`config.mk`:
```
export PLATFORM = sky130hd
export DESIGN_NAME = nearest_neighbor_fit_downscaler_unit
export DESIGN_NICKNAME = d
export VERILOG_FILES = /design/src/hw/rtl/nnfd_pkg.sv /design/src/hw/rtl/nearest_neighbor_fit_downscaler_unit.sv
export SDC_FILE = /design/constraint.sdc
export NUM_CORES = 1
export LEC_CHECK = 0
export ABC_CLOCK_PERIOD_IN_PS = 10400
export BUFFER_PORTS_ARGS = -buffer_cell sky130_fd_sc_hd__buf_2
export CORE_MARGIN = 8
export CORE_UTILIZATION = 64
export DETAILED_ROUTE_END_ITERATION = 12
export HOLD_SLACK_MARGIN = 0.03
export PLACE_DENSITY_LB_ADDON = 0.3
export SLEW_MARGIN = 10
export SYNTH_ARGS = -nofsm -noshare
export SYNTH_HDL_FRONTEND = slang
export SYNTH_SLANG_ARGS = --single-unit
export TNS_END_PERCENT = 5
```
`constraint.sdc`:
```
create_clock -name clk_i -period 10.4 [get_ports clk_i]
set_input_delay 0.52 -clock clk_i [delete_from_list [all_inputs] [get_ports clk_i]]
set_output_delay 0.52 -clock clk_i [all_outputs]
set_load 0.05 [all_outputs]
```
`src/hw/rtl/nnfd_pkg.sv`:
```
// Shared constants and helpers for the nearest-neighbour fit downscaler.
// Holds widths, register indexes and the reset values of the derived scale state.
// No dependencies.
`default_nettype none

package nnfd_pkg;

  localparam int DIM_BITS  = 12;
  localparam int FRAC_BITS = 16;
  localparam int POS_BITS  = DIM_BITS + FRAC_BITS;
  localparam int PIX_BITS  = 16;
  localparam int CNT_BITS  = $clog2(POS_BITS);
  localparam int IDX_BITS  = 2;

  // register indexes on the configuration port
  localparam logic [IDX_BITS-1:0] REG_SRC_WIDTH  = 2'd0;
  localparam logic [IDX_BITS-1:0] REG_SRC_HEIGHT = 2'd1;
  localparam logic [IDX_BITS-1:0] REG_MAX_SIDE   = 2'd2;

  // reset register values, truncated to the dimension width
  localparam int RST_SRC_W_RAW = 480 % (1 << DIM_BITS);
  localparam int RST_SRC_H_RAW = 480 % (1 << DIM_BITS);
  localparam int RST_MAX_RAW   = 320 % (1 << DIM_BITS);

  localparam int RST_SW = (RST_SRC_W_RAW == 0) ? 1 : RST_SRC_W_RAW;
  localparam int RST_SH = (RST_SRC_H_RAW == 0) ? 1 : RST_SRC_H_RAW;
  localparam int RST_MS = (RST_MAX_RAW == 0) ? 1 : RST_MAX_RAW;

  localparam bit RST_NEED_FIT = (RST_SW > RST_MS) || (RST_SH > RST_MS);
  localparam bit RST_WIDE     = RST_SW >= RST_SH;

  localparam int RST_FIT_W_RAW = !RST_NEED_FIT ? RST_SW :
                                 (RST_WIDE ? RST_MS : (RST_SW * RST_MS) / RST_SH);
  localparam int RST_FIT_H_RAW = !RST_NEED_FIT ? RST_SH :
                                 (RST_WIDE ? (RST_SH * RST_MS) / RST_SW : RST_MS);
  localparam int RST_FIT_W = (RST_FIT_W_RAW == 0) ? 1 : RST_FIT_W_RAW;
  localparam int RST_FIT_H = (RST_FIT_H_RAW == 0) ? 1 : RST_FIT_H_RAW;

  localparam int RST_X_INC = (RST_SW << FRAC_BITS) / RST_FIT_W;
  localparam int RST_Y_INC = (RST_SH << FRAC_BITS) / RST_FIT_H;

  function automatic logic [DIM_BITS-1:0] at_least_one(input logic [DIM_BITS-1:0] v);
    at_least_one = (v == '0) ? {{(DIM_BITS-1){1'b0}}, 1'b1} : v;
  endfunction

endpackage

`default_nettype wire

```
`src/hw/rtl/nearest_neighbor_fit_downscaler_unit.sv`:
```
// Nearest-neighbour downscaler that fits an RGB565 frame within a maximum side.
// Depends on nnfd_pkg for widths, register indexes and reset scale values.
//
//  channel | dir | handshake      | fields
//  --------+-----+----------------+-------------------------------------------------------
//  s_axis  | in  | tvalid, tready | tdata pixel_in
//  m_axis  | out | tvalid, tready | tdata pixel_out + fit size, tlast row end, tuser frame end
//  cfg     | in  | cfg_we_i only  | cfg_idx_i, cfg_data_i; no wait
//
// A pixel per cycle outside setup and stalls; a selected pixel is on m_axis the cycle after.
// The scale setup (fit size and 12.16 steps) runs through one multiplier and a shared
// restoring divider, one quotient bit per cycle: multiply, fit division if needed, x step, y step.
// s_axis_tready is low during setup, which follows a register write made at the start of a
// frame, or the frame end after a write made mid-frame.
// Reset (rst_ni low, asynchronous) loads the reset registers and their scale values.
// m_axis stalls only hold the output register; a new pixel is taken when it is emptied.
`default_nettype none

module nearest_neighbor_fit_downscaler_unit (
  input  wire logic                             clk_i,
  input  wire logic                             rst_ni,
  // s_axis_tdata: [15:0] pixel_in
  input  wire logic                             s_axis_tvalid,
  output      logic                             s_axis_tready,
  input  wire logic [nnfd_pkg::PIX_BITS-1:0]    s_axis_tdata,
  // m_axis_tdata: [15:0] pixel_out, [27:16] scaled_width, [39:28] scaled_height
  output      logic                             m_axis_tvalid,
  input  wire logic                             m_axis_tready,
  output      logic [nnfd_pkg::PIX_BITS+2*nnfd_pkg::DIM_BITS-1:0] m_axis_tdata,
  output      logic                             m_axis_tlast,
  // m_axis_tuser: [0] last_in_frame
  output      logic                             m_axis_tuser,
  input  wire logic                             cfg_we_i,
  input  wire logic [nnfd_pkg::IDX_BITS-1:0]    cfg_idx_i,
  input  wire logic [nnfd_pkg::DIM_BITS-1:0]    cfg_data_i
);

  localparam int DW = nnfd_pkg::DIM_BITS;
  localparam int PW = nnfd_pkg::POS_BITS;
  localparam int FW = nnfd_pkg::FRAC_BITS;
  localparam int CW = nnfd_pkg::CNT_BITS;

  localparam logic [2:0] ST_IDLE = 3'd0;
  localparam logic [2:0] ST_MUL  = 3'd1;
  localparam logic [2:0] ST_FIT  = 3'd2;
  localparam logic [2:0] ST_XINC = 3'd3;
  localparam logic [2:0] ST_YINC = 3'd4;

  localparam logic [CW-1:0] CNT_LAST = CW'(PW - 1);

  // configuration registers
  logic [DW-1:0] src_w_q, src_h_q, max_side_q;

  // derived scale state
  logic [DW-1:0] fit_w_q, fit_h_q;
  logic [PW-1:0] x_inc_q, y_inc_q;
  logic          dirty_q;

  // setup sequencer and divider
  logic [2:0]    state_q;
  logic [PW-1:0] div_num_q;
  logic [DW-1:0] div_rem_q, div_den_q;
  logic [CW-1:0] div_cnt_q;

  // position counters
  logic [DW-1:0] src_col_q, src_col_d, src_row_q, src_row_d;
  logic [DW-1:0] dst_col_q, dst_col_d, dst_row_q, dst_row_d;
  logic [PW-1:0] nx_q, nx_d, ny_q, ny_d;

  // output register
  logic                          out_valid_q;
  logic [nnfd_pkg::PIX_BITS-1:0] out_pix_q;
  logic                          out_lrow_q, out_lframe_q;
  logic [DW-1:0]                 out_w_q, out_h_q;

  logic [DW-1:0]   sw, sh, ms;
  logic            need_fit, wide;
  logic [2*DW-1:0] prod;
  logic [DW:0]     rem_sh;
  logic            div_ge;
  logic [DW-1:0]   rem_nx;
  logic [PW-1:0]   quo_nx;
  logic [DW-1:0]   fit_q1;
  logic            div_last;

  logic busy, accept, row_sel, col_sel, row_end, frame_end, hit, last_row, last_frame;
  logic cfg_reg_hit, cfg_at_start, start_derive;

  assign sw = nnfd_pkg::at_least_one(src_w_q);
  assign sh = nnfd_pkg::at_least_one(src_h_q);
  assign ms = nnfd_pkg::at_least_one(max_side_q);

  assign need_fit = (sw > ms) || (sh > ms);
  assign wide     = sw >= sh;
  assign prod     = (2*DW)'(wide ? sh : sw) * (2*DW)'(ms);

  // one restoring division step
  assign rem_sh   = {div_rem_q, div_num_q[PW-1]};
  assign div_ge   = rem_sh >= {1'b0, div_den_q};
  assign rem_nx   = div_ge ? DW'(rem_sh - {1'b0, div_den_q}) : rem_sh[DW-1:0];
  assign quo_nx   = {div_num_q[PW-2:0], div_ge};
  assign fit_q1   = nnfd_pkg::at_least_one(quo_nx[DW-1:0]);
  assign div_last = div_cnt_q == CNT_LAST;

  assign busy          = state_q != ST_IDLE;
  assign s_axis_tready = !busy && (!out_valid_q || m_axis_tready);
  assign accept        = s_axis_tvalid && s_axis_tready;

  assign row_sel   = (dst_row_q < fit_h_q) && (ny_q[PW-1:FW] == src_row_q);
  assign col_sel   = (dst_col_q < fit_w_q) && (nx_q[PW-1:FW] == src_col_q);
  assign row_end   = src_col_q >= DW'(sw - 1'b1);
  assign frame_end = row_end && (src_row_q >= DW'(sh - 1'b1));
  assign hit       = row_sel && col_sel;
  assign last_row  = dst_col_q == DW'(fit_w_q - 1'b1);
  assign last_frame = last_row && (dst_row_q == DW'(fit_h_q - 1'b1));

  assign cfg_reg_hit  = cfg_we_i && (cfg_idx_i inside {nnfd_pkg::REG_SRC_WIDTH,
                                                       nnfd_pkg::REG_SRC_HEIGHT,
                                                       nnfd_pkg::REG_MAX_SIDE});
  assign cfg_at_start = (src_col_q == '0) && (src_row_q == '0);
  assign start_derive = (cfg_reg_hit && cfg_at_start) || (accept && frame_end && dirty_q);

  always_comb begin
    src_col_d = src_col_q;
    src_row_d = src_row_q;
    dst_col_d = dst_col_q;
    dst_row_d = dst_row_q;
    nx_d      = nx_q;
    ny_d      = ny_q;
    if (col_sel) begin
      dst_col_d = dst_col_q + 1'b1;
      nx_d      = nx_q + x_inc_q;
    end
    if (frame_end) begin
      src_col_d = '0;
      src_row_d = '0;
      dst_col_d = '0;
      dst_row_d = '0;
      nx_d      = '0;
      ny_d      = '0;
    end else if (row_end) begin
      src_col_d = '0;
      dst_col_d = '0;
      nx_d      = '0;
      if (row_sel) begin
        dst_row_d = dst_row_q + 1'b1;
        ny_d      = ny_q + y_inc_q;
      end
      src_row_d = src_row_q + 1'b1;
    end else begin
      src_col_d = src_col_q + 1'b1;
    end
  end

  always_ff @(posedge clk_i or negedge rst_ni) begin
    if (!rst_ni) begin
      src_w_q    <= DW'(nnfd_pkg::RST_SRC_W_RAW);
      src_h_q    <= DW'(nnfd_pkg::RST_SRC_H_RAW);
      max_side_q <= DW'(nnfd_pkg::RST_MAX_RAW);
    end else if (cfg_we_i) begin
      case (cfg_idx_i)
        nnfd_pkg::REG_SRC_WIDTH:  src_w_q    <= cfg_data_i;
        nnfd_pkg::REG_SRC_HEIGHT: src_h_q    <= cfg_data_i;
        nnfd_pkg::REG_MAX_SIDE:   max_side_q <= cfg_data_i;
        default: ;
      endcase
    end
  end

  // a write made mid-frame takes effect on the scale values at the frame end
  always_ff @(posedge clk_i or negedge rst_ni) begin
    if (!rst_ni) begin
      dirty_q <= 1'b0;
    end else if (accept && frame_end) begin
      dirty_q <= 1'b0;
    end else if (cfg_reg_hit && !cfg_at_start) begin
      dirty_q <= 1'b1;
    end
  end

  always_ff @(posedge clk_i or negedge rst_ni) begin
    if (!rst_ni) begin
      state_q   <= ST_IDLE;
      fit_w_q   <= DW'(nnfd_pkg::RST_FIT_W);
      fit_h_q   <= DW'(nnfd_pkg::RST_FIT_H);
      x_inc_q   <= PW'(nnfd_pkg::RST_X_INC);
      y_inc_q   <= PW'(nnfd_pkg::RST_Y_INC);
      div_num_q <= '0;
      div_rem_q <= '0;
      div_den_q <= '0;
      div_cnt_q <= '0;
    end else if (start_derive) begin
      state_q <= ST_MUL;
    end else begin
      case (state_q)
        ST_IDLE: ;
        ST_MUL: begin
          div_rem_q <= '0;
          div_cnt_q <= '0;
          if (need_fit) begin
            div_num_q <= PW'(prod);
            div_den_q <= wide ? sw : sh;
            state_q   <= ST_FIT;
          end else begin
            fit_w_q   <= sw;
            fit_h_q   <= sh;
            div_num_q <= {sw, {FW{1'b0}}};
            div_den_q <= sw;
            state_q   <= ST_XINC;
          end
        end
        ST_FIT, ST_XINC, ST_YINC: begin
          if (div_last) begin
            div_rem_q <= '0;
            div_cnt_q <= '0;
            case (state_q)
              ST_FIT: begin
                if (wide) begin
                  fit_w_q   <= ms;
                  fit_h_q   <= fit_q1;
                  div_den_q <= ms;
                end else begin
                  fit_w_q   <= fit_q1;
                  fit_h_q   <= ms;
                  div_den_q <= fit_q1;
                end
                div_num_q <= {sw, {FW{1'b0}}};
                state_q   <= ST_XINC;
              end
              ST_XINC: begin
                x_inc_q   <= quo_nx;
                div_num_q <= {sh, {FW{1'b0}}};
                div_den_q <= fit_h_q;
                state_q   <= ST_YINC;
              end
              default: begin
                y_inc_q <= quo_nx;
                state_q <= ST_IDLE;
              end
            endcase
          end else begin
            div_num_q <= quo_nx;
            div_rem_q <= rem_nx;
            div_cnt_q <= div_cnt_q + 1'b1;
          end
        end
        default: state_q <= ST_IDLE;
      endcase
    end
  end

  always_ff @(posedge clk_i or negedge rst_ni) begin
    if (!rst_ni) begin
      src_col_q <= '0;
      src_row_q <= '0;
      dst_col_q <= '0;
      dst_row_q <= '0;
      nx_q      <= '0;
      ny_q      <= '0;
    end else if (accept) begin
      src_col_q <= src_col_d;
      src_row_q <= src_row_d;
      dst_col_q <= dst_col_d;
      dst_row_q <= dst_row_d;
      nx_q      <= nx_d;
      ny_q      <= ny_d;
    end
  end

  always_ff @(posedge clk_i or negedge rst_ni) begin
    if (!rst_ni) begin
      out_valid_q <= 1'b0;
    end else if (!out_valid_q || m_axis_tready) begin
      out_valid_q <= accept && hit;
    end
  end

  always_ff @(posedge clk_i) begin
    if (accept && hit) begin
      out_pix_q    <= s_axis_tdata;
      out_lrow_q   <= last_row;
      out_lframe_q <= last_frame;
      out_w_q      <= fit_w_q;
      out_h_q      <= fit_h_q;
    end
  end

  assign m_axis_tvalid = out_valid_q;
  assign m_axis_tdata  = {out_h_q, out_w_q, out_pix_q};
  assign m_axis_tlast  = out_lrow_q;
  assign m_axis_tuser  = out_lframe_q;

`ifndef SYNTHESIS
  a_no_take_in_setup : assert property (@(posedge clk_i) disable iff (!rst_ni)
    busy |-> !s_axis_tready)
    else $error("pixel request taken during scale setup");

  a_frame_end_ends_row : assert property (@(posedge clk_i) disable iff (!rst_ni)
    (m_axis_tvalid && m_axis_tuser) |-> m_axis_tlast)
    else $error("frame end flagged without row end");

  a_fit_nonzero : assert property (@(posedge clk_i) disable iff (!rst_ni)
    !busy |-> (fit_w_q != '0 && fit_h_q != '0))
    else $error("fit size is zero after setup");

  a_dst_col_bound : assert property (@(posedge clk_i) disable iff (!rst_ni)
    dst_col_q <= fit_w_q)
    else $error("output column ran past the fit width");

  a_setup_from_idle_frame : assert property (@(posedge clk_i) disable iff (!rst_ni)
    (state_q == ST_MUL) |-> (src_col_q == '0 && src_row_q == '0))
    else $error("scale setup started mid-frame");
`endif

endmodule

`default_nettype wire

```
-- After elaboration in Yosys (flattened, before gate mapping)
Index checks and enable logic that the tools add are counted.
- $add $sub $neg: 12
- $mul: 1
- order comparisons: 8
- eq/ne operators: 18
- muxes and demuxes: 52
- bitwise logic cells: 2
- reductions and logical operators: 50
- operator list (kind ; count):
    two-way mux 12 bit ; 28
    two-way mux 28 bit ; 8
    one-hot mux 12 bit (2 select lines) ; 5
    one-hot mux 28 bit (2 select lines) ; 2
    zero test 12 bit ; 6
    adder 28 bit ; 2
    adder 12 x 1 -> 12 bit, second input constant ; 4
    equality test 12 bit ; 4
    subtractor 12 x 1 -> 12 bit, second input constant ; 4
    greater-or-equal comparator 12 bit ; 3
    greater-than comparator 12 bit ; 2
    less-than comparator 12 bit ; 2
    multiplier 12 x 12 -> 24 bit ; 1
    logical AND 1 bit ; 14
    AND reduction 2 bit ; 7
    greater-or-equal comparator 13 x 12 -> 1 bit ; 1
    AND reduction 4 bit ; 3
    subtractor 12 bit ; 1
    one-hot mux 5 bit (2 select lines) ; 1
    one-hot mux 3 bit (3 select lines) ; 1
    nonzero test 3 bit ; 3
    inequality test 2 bit, second input constant ; 4
    nonzero test 2 bit ; 4
    equality test 3 x 2 -> 1 bit, second input constant ; 2
    21 further kinds ; 31
- flip-flop bits (word level): 324
- input port bits: 35

-- Logic depth before layout (Yosys ltp)
- word-level depth: 10
- mapped depth: 41

-- Worst setup path after synthesis
Ideal clock, no wire load.
- kind: reg2reg
- start point: register src_w_q[7]
- end point: register div_num_q[21]
- setup time: 65 ps
- data arrival time: 8837 ps
- data required time: 10335 ps
- setup slack: 1498 ps
- stages on the path, launching flop included: 40
- path buffers: 3
- period minus slack after synthesis: 8902 ps
- cell sequence: dfstp_2 > clkbuf_1 > or4_1 > nor3_1 > nand3_1 > nor2_1 > or2_2 > inv_1 > ha_1 > nand2b_1 > a21o_1 > a21o_1 > a21oi_1 > o211ai_1 > a221oi_1 > clkbuf_1 > clkbuf_1 > nor2_1 > [... 4 more ...] > fa_1 > inv_1 > fa_1 > fa_1 > inv_1 > fa_1 > inv_1 > ha_1 > a21o_1 > a21o_1 > a41o_1 > a21oi_1 > o21ai_0 > or4b_1 > o311ai_0 > mux2i_1 > o211ai_1 > o21a_1
- word-level cells in the longest chain between the ends: 10
- RTL lines (what ; RTL line ; source):
    start: declaration ; nearest_neighbor_fit_downscaler_unit.sv:52 ; logic [DW-1:0] src_w_q, src_h_q, max_side_q;
    start signal: assignment ; nearest_neighbor_fit_downscaler_unit.sv:157 ; src_w_q <= DW'(nnfd_pkg::RST_SRC_W_RAW);
    start signal: assignment ; nearest_neighbor_fit_downscaler_unit.sv:162 ; nnfd_pkg::REG_SRC_WIDTH: src_w_q <= cfg_data_i;
    zero test 12 bit ; nnfd_pkg.sv:43 ; at_least_one = (v == '0) ? {{(DIM_BITS-1){1'b0}}, 1'b1} : v;
    two-way mux 12 bit (*) ; nnfd_pkg.sv:43 ;
    parallel branches: the longest is 8 deep, another holds multiplier 12 x 12 -> 24 bit ; - ;
    end signal: assignment ; nearest_neighbor_fit_downscaler_unit.sv:201 ; div_num_q <= PW'(prod);
    end signal: assignment ; nearest_neighbor_fit_downscaler_unit.sv:207 ; div_num_q <= {sw, {FW{1'b0}}};
    end signal: assignment ; nearest_neighbor_fit_downscaler_unit.sv:227 ; div_num_q <= {sw, {FW{1'b0}}};
    end: declaration ; nearest_neighbor_fit_downscaler_unit.sv:61 ; logic [PW-1:0] div_num_q;
Mark *: on every way between the ends. The select of a mux whose other input is x is not followed.
A chain may end at the register's enable or synchronous reset.

-- Worst setup path after layout
- start point: register src_w_q[5]
- end point: register div_num_q[21]
Same word-level chain as after synthesis.

==> flow_summary.ini <==
[logic_synthesis]
synth_ff_type = dfrtp_1
synth_fp_nets = 3034
synth_area_sq_um = 24900
synth_warnings = 0
seq_area_frac_synth_pct = 33.5
synth_cell_types = 79
synth_edf_count = 42
synth.area.top_cells = dfrtp_1 (26%), ha_1 (11%), fa_1 (8.3%)
ys_ff_latch = 324
syn_inst = 2673
syn_area_per_cell_sq_um = 9.33
async_reset_ff_share_pct = 87.0
synth.largest_area_cell = dfrtp_1
synth_top_area_share_pct = 26.5

[route]
routed_via_density = 6.36
drc = 0
wl_per_cell_um = 21.7
totalWireLength_um = 70200
drtIter0Drc = 2288
num_vias = 20500
first_pass_iters = 6
final_antenna_net_count = 0

[critical_path]
start_kind = flop
required_ns = 10.88
slowest_delay_ns = 0.59
critPathKind = reg -> reg
arrival_ns = 10.10
slowest_stage = a221oi_4
end_kind = flop
cp_max_fo = 14
reg2reg_slack_ns = 0.78

[sta]
slew_viol_final = 0
max_slew_margin_pct = 20.1
period_minus_slack_ns = 9.62
setup_viol = 0
finalHoldViolCount = 11
rsz0062_at_grt = no
fin_hold_ws_ns = -0.0218
max_slew.worst_pin.slew_ns = 1.19
fin_ws_ns = 0.785
timing.fmax_ghz = 0.104
tns_ns = 0
clock_skew_ns = 0.0229
period_share_pct = 92.5

[clock_network]
htreeDepth = 2
post-cts-setup-buffers = 0
cts_tree = yes
clkTransAtPathRegs_ns = 0.06
cts_buffer_depth = 3
cts_sinks = 324
clock_latency_ns = 0.54
ctsResizeCount = 0
numCtsBuffers = 35
root_buffer = clkbuf_16
holdBufCountCts = 0

[global_route]
first_global_vias = 20400
antenna_found_initial = 2
grt_pass1_wl_um = 111000
grt_max_degree = 186
grt-ovfl-total = 0
grt_usage_pct = 31.0

[cells_and_area]
drive_above_1_share_pct = 11.0
final_core_util_pct = 69.8
antenna_cells = 0
num-fill-cells = 2954
nNetsFinal = 3043
syn2layout_area_growth_pct = 7.96

[die]
dieArea_sq_um = 45500
dieHeight_um = 213
ios = 79
start_util_pct = 64.7
core_region_area_sq_um = 38600
die_x_um = 213
rows = 72

[placement]
routabilityCongestion = 0.999
dp_slack_ns = 0.702
dp_hpwl_um = 51300
portBuffers = 78

[status]
status = finished with violations
violations = negative hold slack

[min_path]
hold_path.class = in -> async

[job]
cap_violations = 0
[metrics by stage]
step,cells,instance area (sq um),hold slack (ns)
final,3227,26900,-0.0218
after CTS,3226,26900,0.0300
after floorplan,2673,24900,0.224
after detailed placement,3162,25700,0.467
after global placement,3162,25700,0.456
after global routing,3227,26900,0.0454
[synthesized netlist by cell type (6+ instances only)]
cell / number
mux2_2: 89
a22o_1: 19
a22oi_1: 17
a31oi_1: 15
mux2i_1: 40
buf_2: 26
edfxtp_1: 42
o21ai_0: 169
o21ai_1: 6
a211oi_1: 28
nor2_1: 164
nor4_1: 17
inv_1: 223
xnor2_1: 95
nand2b_1: 17
dfrtp_1: 264
nand4_1: 33
o31ai_1: 27
and2_1: 42
a21oi_1: 154
fa_1: 103
and4_1: 8
or3_1: 22
nor3b_1: 6
nand2_1: 293
a211o_1: 6
a21o_1: 61
dfstp_2: 18
nand3_1: 40
clkbuf_1: 110
nor3_1: 30
a311oi_1: 10
a2111oi_0: 7
nor2b_1: 21
xor2_1: 73
ha_1: 223
o21a_1: 14
and3_1: 22
o211ai_1: 34
[cell type report]
| class | instances | area, sq um | share of cell area, % |
|---|---|---|---|
| clock inverter | 11 | 121 | 0.451 |
| inverter | 223 | 837 | 3.11 |
| timing repair buffer | 115 | 691 | 2.57 |
| tap | 518 | 648 | 2.41 |
| clock buffer | 53 | 1040 | 3.88 |
| sequential | 324 | 8340 | 31.0 |
| multi-input combinational | 1983 | 15200 | 56.6 |
[cells in the final DEF, fill, tap and decap left out, drive strengths merged, types with 61 or more instances in the layout]
cell type and n:
inv 224, xor2 73, xnor2 95, nor2 164, fa 103, a21o 61, ha 223, buf 115
o21ai 175, mux2 90, dfrtp 264, nand2 293, a21oi 155
[logic make-up after synthesis]
family                     share of synthesized area, %
xor gates and xnor gates                           5.90
buffers and inverters                              5.73
and+or+nand+nor                                    13.9
adders and majority gates                          19.5
DFF                                                33.5
muxes                                              5.67
AOI/OAI and AO/OA                                  15.9
[final timing paths]
| path | from | to | cells past startpoint |
|---|---|---|---|
| hold / removal | rst_ni | nx_q[10] | 1 |
| setup / recovery | src_w_q[5] | div_num_q[21] | 36 |
| min in group clk_i | s_axis_tdata[2] | out_pix_q[2] | 1 |
| hold reg to reg | fit_w_q[1] | out_w_q[1] | 0 |
| max in group asynchronous | rst_ni | max_side_q[3] | 2 |
| setup reg to reg | src_w_q[5] | div_num_q[21] | 36 |
[layer usage]
metal / global-route usage [%] / share of wire (%)
met3: 5.54 / 8.7
met2: 49.8 / 46
met1: 40.6 / 40
met4: 14.9 / 5.0
met5: 0 / 0.037
[worst max-delay path: cells and delay by family (launching register included)]
family	cells	cell delay, ns
AND/OR/NAND/NOR	9	2.04
buffers and inverters	5	0.38
flip-flops	1	0.48
multiplexers	1	0.13
adder cells (fa/ha/maj)	7	3.27
AO/OA/AOI/OAI	14	3.25
[state kept, by name (all words and copies together), names as in the netlist, 16 cells and up]
| name | cells |
|---|---|
| x_inc_q | 28 |
| div_num_q | 28 |
| out_pix_q | 16 |
| ny_q | 28 |
| y_inc_q | 28 |
| nx_q | 28 |
Power is not shown: default switching activity piles up to over one toggle a cycle in this logic, so the estimate is an artifact.
